[config.mk]
export PLATFORM = sky130hd
export DESIGN_NAME = rau_controller
export DESIGN_NICKNAME = d
export VERILOG_FILES = /design/src/hdl/rau_pkg.sv /design/src/hdl/rau_controller.sv
export SDC_FILE = /design/constraint.sdc
export NUM_CORES = 1
export LEC_CHECK = 0
export ABC_AREA = 1
export BUFFER_PORTS_ARGS = -buffer_cell sky130_fd_sc_hd__buf_2
export CAP_MARGIN = 20
export CORE_MARGIN = 2
export CORE_UTILIZATION = 42
export DETAILED_ROUTE_END_ITERATION = 10
export HOLD_SLACK_MARGIN = 0.02
export PLACE_DENSITY = 0.7
export RECOVER_POWER = 50
export SLEW_MARGIN = 0
export SYNTH_ARGS = -nofsm -noshare
export SYNTH_HDL_FRONTEND = slang
export SYNTH_SLANG_ARGS = --single-unit
[constraint.sdc]
create_clock -name clock -period 1.6 [get_ports clock]
set_input_delay 0.16 -clock clock [delete_from_list [all_inputs] [get_ports clock]]
set_output_delay 0.16 -clock clock [all_outputs]
set_load 0.02 [all_outputs]
[src/hdl/rau_pkg.sv]
// shared types and constants for the rational arithmetic unit
`default_nettype none
package rau_pkg;
   localparam int WORD_WIDTH = 32;
   localparam int MAG_WIDTH = 64;
   localparam int CNT_WIDTH = $clog2(MAG_WIDTH + 1);

   typedef enum logic [2:0] {
      CMD_ADD = 3'd0,
      CMD_SUB = 3'd1,
      CMD_MUL = 3'd2,
      CMD_DIV = 3'd3,
      CMD_GT  = 3'd4,
      CMD_EQ  = 3'd5
   } cmd_type;

   typedef enum logic [3:0] {
      ST_IDLE,
      ST_MUL1,
      ST_MUL2,
      ST_SUM,
      ST_GCD_CHECK,
      ST_GCD_DIV,
      ST_RED_N,
      ST_RED_D,
      ST_DONE
   } state_type;

   // divider operand selects
   typedef enum logic [1:0] {
      DSEL_X_BY_Y,
      DSEL_Y_BY_X,
      DSEL_N_BY_G,
      DSEL_D_BY_G
   } dsel_type;

   typedef struct packed {
      logic     load;
      logic     mul1;
      logic     mul2;
      logic     sum;
      logic     div_start;
      dsel_type div_sel;
      logic     div_store;
      logic     finish;
   } ctrl_type;

   typedef struct packed {
      logic arith;
      logic x_zero;
      logic y_zero;
      logic x_gt_y;
      logic div_done;
   } stat_type;
endpackage
`default_nettype wire

[src/hdl/rau_controller.sv]
// sequencer for products, euclidean gcd and reduction
`default_nettype none
module rau_controller (
   input  wire logic              clock,
   input  wire logic              reset,
   input  wire logic              start,
   output logic                   busy,
   output logic                   strobe,
   output rau_pkg::ctrl_type      ctrl,
   input  wire rau_pkg::stat_type stat
);
   rau_pkg::state_type state_ff, state_in;
   logic strobe_ff, strobe_in;
   logic sel_ff, sel_in;   // which side the running gcd step reduces; in ST_RED_D, set once the divider is started

   always_comb begin
      state_in = state_ff; strobe_in = 1'b0; sel_in = sel_ff;
      ctrl = '0;
      ctrl.div_sel = sel_ff ? rau_pkg::DSEL_Y_BY_X : rau_pkg::DSEL_X_BY_Y;
      unique case (state_ff)
         rau_pkg::ST_IDLE: if (start) begin
            ctrl.load = 1'b1; state_in = rau_pkg::ST_MUL1;
         end
         rau_pkg::ST_MUL1: begin ctrl.mul1 = 1'b1; state_in = rau_pkg::ST_MUL2; end
         rau_pkg::ST_MUL2: begin
            ctrl.mul2 = 1'b1;
            state_in = stat.arith ? rau_pkg::ST_SUM : rau_pkg::ST_DONE;
         end
         rau_pkg::ST_SUM: begin ctrl.sum = 1'b1; state_in = rau_pkg::ST_GCD_CHECK; end
         rau_pkg::ST_GCD_CHECK: begin
            if (stat.x_zero && stat.y_zero) state_in = rau_pkg::ST_DONE;
            else if (stat.x_zero || stat.y_zero) begin
               ctrl.div_start = 1'b1; ctrl.div_sel = rau_pkg::DSEL_N_BY_G;
               state_in = rau_pkg::ST_RED_N;
            end else begin
               sel_in = ~stat.x_gt_y;
               ctrl.div_start = 1'b1;
               ctrl.div_sel = stat.x_gt_y ? rau_pkg::DSEL_X_BY_Y : rau_pkg::DSEL_Y_BY_X;
               state_in = rau_pkg::ST_GCD_DIV;
            end
         end
         rau_pkg::ST_GCD_DIV: if (stat.div_done) begin
            ctrl.div_store = 1'b1; state_in = rau_pkg::ST_GCD_CHECK;
         end
         rau_pkg::ST_RED_N: begin
            ctrl.div_sel = rau_pkg::DSEL_N_BY_G;
            if (stat.div_done) begin
               ctrl.div_store = 1'b1;
               state_in = rau_pkg::ST_RED_D;
            end
         end
         rau_pkg::ST_RED_D: begin
            ctrl.div_sel = rau_pkg::DSEL_D_BY_G;
            if (stat.div_done) begin
               ctrl.div_store = 1'b1; state_in = rau_pkg::ST_DONE;
            end else if (!sel_ff) begin
               ctrl.div_start = 1'b1; sel_in = 1'b1;
            end
         end
         rau_pkg::ST_DONE: begin
            ctrl.finish = 1'b1; strobe_in = 1'b1; state_in = rau_pkg::ST_IDLE;
         end
         default: state_in = rau_pkg::ST_IDLE;
      endcase
      if (state_ff == rau_pkg::ST_RED_N && stat.div_done) sel_in = 1'b0;
   end

   always_ff @(posedge clock) begin
      sel_ff <= sel_in;
      if (reset) begin
         state_ff <= rau_pkg::ST_IDLE; strobe_ff <= 1'b0;
      end else begin
         state_ff <= state_in; strobe_ff <= strobe_in;
      end
   end

   assign busy = (state_ff != rau_pkg::ST_IDLE);
   assign strobe = strobe_ff;

`ifndef ASSERT_OFF
   a_start_only_idle: assert property (@(posedge clock) disable iff (reset)
      ctrl.load |-> state_ff == rau_pkg::ST_IDLE) else $error("load outside idle");
   a_strobe_after_done: assert property (@(posedge clock) disable iff (reset)
      strobe_ff |-> $past(state_ff) == rau_pkg::ST_DONE) else $error("stray strobe");
   a_idle_after_strobe: assert property (@(posedge clock) disable iff (reset)
      strobe_ff |-> state_ff == rau_pkg::ST_IDLE) else $error("strobe not idle");
`endif
endmodule
`default_nettype wire

==> After elaboration in Yosys (flattened, before gate mapping) <==
Index checks and enable logic that the tools add are counted.
{ "classes": {"eq_ne": 15, "n_mux": 28, "bitwise": 1, "reduce_logical": 9} }
{ "op_table": {"columns": ["op", "count"], "rows": [
  ["$pmux W4 S8", 1],
  ["$mux W4", 6],
  ["$eq A4 B3 Y1 const B", 4],
  ["$mux W1", 15],
  ["$ne A2 B2 Y1 const B", 7],
  ["$eq A4 B2 Y1 const B", 2],
  ["$reduce_and A4 Y1", 2],
  ["$pmux W2 S3", 1],
  ["$eq A4 B1 Y1 const B", 1],
  ["$eq A4 B4 Y1 const B", 1],
  ["$logic_not A4 Y1", 1],
  ["$mux W2", 2],
  ["$pmux W1 S2", 2],
  ["$reduce_bool A4 Y1", 1],
  ["$mux W3", 1],
  ["$reduce_or A3 Y1", 1],
  ["$logic_and A1 B1 Y1", 2],
  ["$reduce_bool A2 Y1", 1],
  ["$logic_or A1 B1 Y1", 1],
  ["$not A1 Y1", 1]
]} }
{ "totals": {"register_bits": 6, "output_inout_bits": 11} }

==> Depth between registers and ports, before layout <==
{ "depth": {"word_depth": 4, "depth_mapped": 9, "mapped_depth_nobuf": 9} }

==> Least setup slack after synthesis <==
No wires, ideal clock.
{ "synth_path": {"kind": "reg2out", "startpoint": "register state_ff[2]", "endpoint": "output ctrl[4] in the netlist's numbering", "t_arrival_ns": 1.229, "required_time_ns": 1.440, "slack_ns": 0.211, "stages_incl_launch_ff": 5, "n_path_buf": 0, "path_cell_list": "dfxtp_1 -> inv_2 -> nor2_4 -> nand3_4 -> o21ai_0"} }
{ "synth_lines": {"columns": ["element", "line", "rtl"], "rows": [
  ["start, declared", "rau_controller.sv:12", "rau_pkg::state_type state_ff, state_in;"],
  ["start signal, assigned", "rau_controller.sv:73", "state_ff <= state_in; strobe_ff <= strobe_in;"],
  ["end, declared", "rau_controller.sv:9", "output rau_pkg::ctrl_type ctrl,"]
]} }

==> flow_summary.yaml <==
final_layout:
  drive_above_1_share_pct: 33.0
  antennaDiodeCount: 0
  layout.area.seq_sq_um: 123
  nFillCells: 120
  nets: 122
  multi_input_area_sq_um: 373
  area.growth.synth_to_final_pct: 27.5
  utilization_pct: 60.2
timing:
  timing.setup.tns_ps: 0
  fin_crit_ps: 1490
  timing.slew.headroom_pct: 74.8
  rsz0062_at_grt: "false"
  fin_ws_ps: 109
  maxSlewViolCount: 0
  tightest_slew_ps: 377
  clock_skew_ps: 3.29
  final-setup-viol-count: 0
  finalHoldViolations: 0
  fmaxAchievable_ghz: 0.671
  period_share_pct: 93.2
setup_path:
  critPathCaptureType: "output pin"
  worstPathArrival_ps: 1330
  worstPathRequired_ps: 1440
  cp-start-kind: "register"
  cp_max_fo: 5
  crit_type: "reg2out"
routing:
  drt-total-wl_mm: 1.31
  dr.pass1.iters: 4
  num_vias: 614
  detail_route.iter0.violations: 15
  via_per_inst: 4.99
  ant_nets: 0
  drc_errors: 0
  avgRoutedWirePerCell_um: 10.6
flow_run:
  max-cap-violations: 0
pwr:
  peakVddDrop_mv: 0.633
  swShare_pct: 45.5
  p_sw_uw: 338
  comb_power_share_pct: 53.9
  p_per_area_nw_per_um2: 1070
  p_int_uw: 405
  pwr-share-clk_pct: 18.1
  leakage_nw: 0.386
  seqPwrFrac_pct: 28.0
grt:
  overflow: 0
  grt_usage_pct: 19.7
  grt_pass1_wl_mm: 2.11
  grt_pass1_vias: 528
  grt_max_degree: 8
  grt_antenna_before_repair: 0
clocking:
  cts-root-buf: "clkbuf_4"
  clk_pin_slew_ps: 40
  cts-buffers-inserted: 3
  clock_latency_ps: 240
  htree_num_levels: 1
  cts.path.max_buffers: 2
  postCtsHoldBufs: 0
  cts_tree: "done"
  clock_sinks: 6
placed_design:
  place_congestion: 0.905
  pre_cts_slack_ps: 185
  place_hpwl_mm: 1.08
  portBuffers: 18
worst_hold_path:
  hold_class: "in2reg"
synth:
  netlist_instances: 88
  postSynthAreaPerCell_sq_um: 6.20
  netlist_area_sq_um: 546
  yosys_warnings: 0
  yosys.area.top_type: "dfxtp_1"
  yosysUniqueCellTypes: 22
  yosysSeqAreaShare_pct: 22.0
  ys_top_cells_by_area: "dfxtp_1 22%, nand2_1 17%, inv_1 9.6%"
  synth.top_cell.area_share_pct: 22.0
  synth.net_count: 99
  yosys_register_bits: 6
die:
  chipWidth_um: 40.0
  io_pins: 19
  num_rows: 12
  dieArea_sq_um: 1600
  fp.coreArea_sq_um: 1160
  initial_utilization_pct: 47.2
  dieHeight_um: 40.0
outcome:
  status: "completed"
[state kept, by name, summed over array words and instances, names as in the netlist]
name / cells
strobe: 1
sel_ff: 1
state_ff: 4
[synth_stat cells]
cell type  instances
ha_1               3
nand2_4            1
nor3_1             2
nand3_2            1
a21oi_2            1
o211ai_1           1
inv_2              1
inv_1             14
o2111ai_1          1
nand3_4            1
nand4_1            1
nor2_1            11
nand2_2            2
nand3_1            7
a21oi_1            2
o21ai_0            4
buf_4              1
nand2_1           24
nor2_4             2
nor2_2             1
nor4_1             1
dfxtp_1            6
[metal layers]
metal  wire (um)  up-vias  track usage, %
met5           0        -               0
met4          21        0            7.76
met3          60        4            5.00
met2         652       17            32.7
met1         573      268            24.0
li1            -      325               -
[path summary, 6_finish.rpt]
kind | cells after the start | to | start | slack, ps
min | 2 | state_ff[1]$_SDFFE_PP0P_ | reset | 140
max reg2reg | 7 | state_ff[3]$_SDFFE_PP0P_ | state_ff[1]$_SDFFE_PP0P_ | 330
min reg2reg | 2 | state_ff[1]$_SDFFE_PP0P_ | state_ff[1]$_SDFFE_PP0P_ | 520
max | 7 | ctrl[3] | state_ff[1]$_SDFFE_PP0P_ | 110
[worst max-delay path, stage by stage (launching register included)]
cell and delay, ps:
dfxtp_1 340, inv_2 90, nand2_4 80, nor2_4 130, buf_4 130, nand2_1 60, o21ai_0 70, buf_2 190
[kinds of logic after synthesis]
| family | after synthesis | share of synthesized area [%] |
|---|---|---|
| AND/OR/NAND/NOR | 54 | 49.3 |
| adder cells (fa/ha/maj) | 3 | 6.88 |
| flip-flops | 6 | 22.0 |
| AO/OA/AOI/OAI | 9 | 10.1 |
| buffers and inverters | 16 | 11.7 |
[cells in the final DEF, fill, tap and decap left out, types with 2 or more instances in the layout]
cell type / netlist / layout
clkbuf_1: 0 / 2
nand3_1: 7 / 7
dfxtp_2: 0 / 2
ha_1: 3 / 3
dfxtp_1: 6 / 4
o21ai_0: 4 / 4
inv_1: 14 / 11
clkbuf_4: 0 / 3
a21oi_1: 2 / 2
nor3_1: 2 / 2
nand2_4: 1 / 2
inv_2: 1 / 3
buf_2: 0 / 15
nand2_2: 2 / 2
nand2_1: 24 / 23
nor2_4: 2 / 2
nor2_1: 11 / 12
[area by class of cell]
type | instances | share of cell area [%]
inverter | 15 | 8.45
multi-input combinational | 66 | 53.6
timing repair buffer | 19 | 14.6
clock buffer | 3 | 3.24
sequential | 6 | 17.6
tap | 14 | 2.52
[stage by stage]
step | instances | total power [mW] | cell area, sq um | hold WS (ps)
5_1_grt | 123 | 0.806 | 696 | 152
4_1_cts | 122 | 0.725 | 672 | 135
6_report | 123 | 0.743 | 696 | 137
3_3_place_gp | 119 | 0.574 | 646 | 391
2_1_floorplan | 88 | 0.474 | 546 | 222
3_5_place_dp | 119 | 0.578 | 646 | 387
[power groups by stage]
stage	clock network (mW)	registers [mW]	logic (mW)
floorplan	0	0.201	0.272
global placement	0	0.207	0.366
detailed placement	0	0.207	0.370
CTS	0.140	0.206	0.380
global route	0.148	0.213	0.446
finish	0.135	0.208	0.400
[timing repair]
item | CTS | global route
hold endpoints to repair | 0 | 0
setup buffers | 0 | 1
endpoints found under the setup margin | 1 | 1
pin swaps | 1 | 1
gates resized for setup | 4 | 7
No activity file was read; power rests on OpenSTA's default activity.
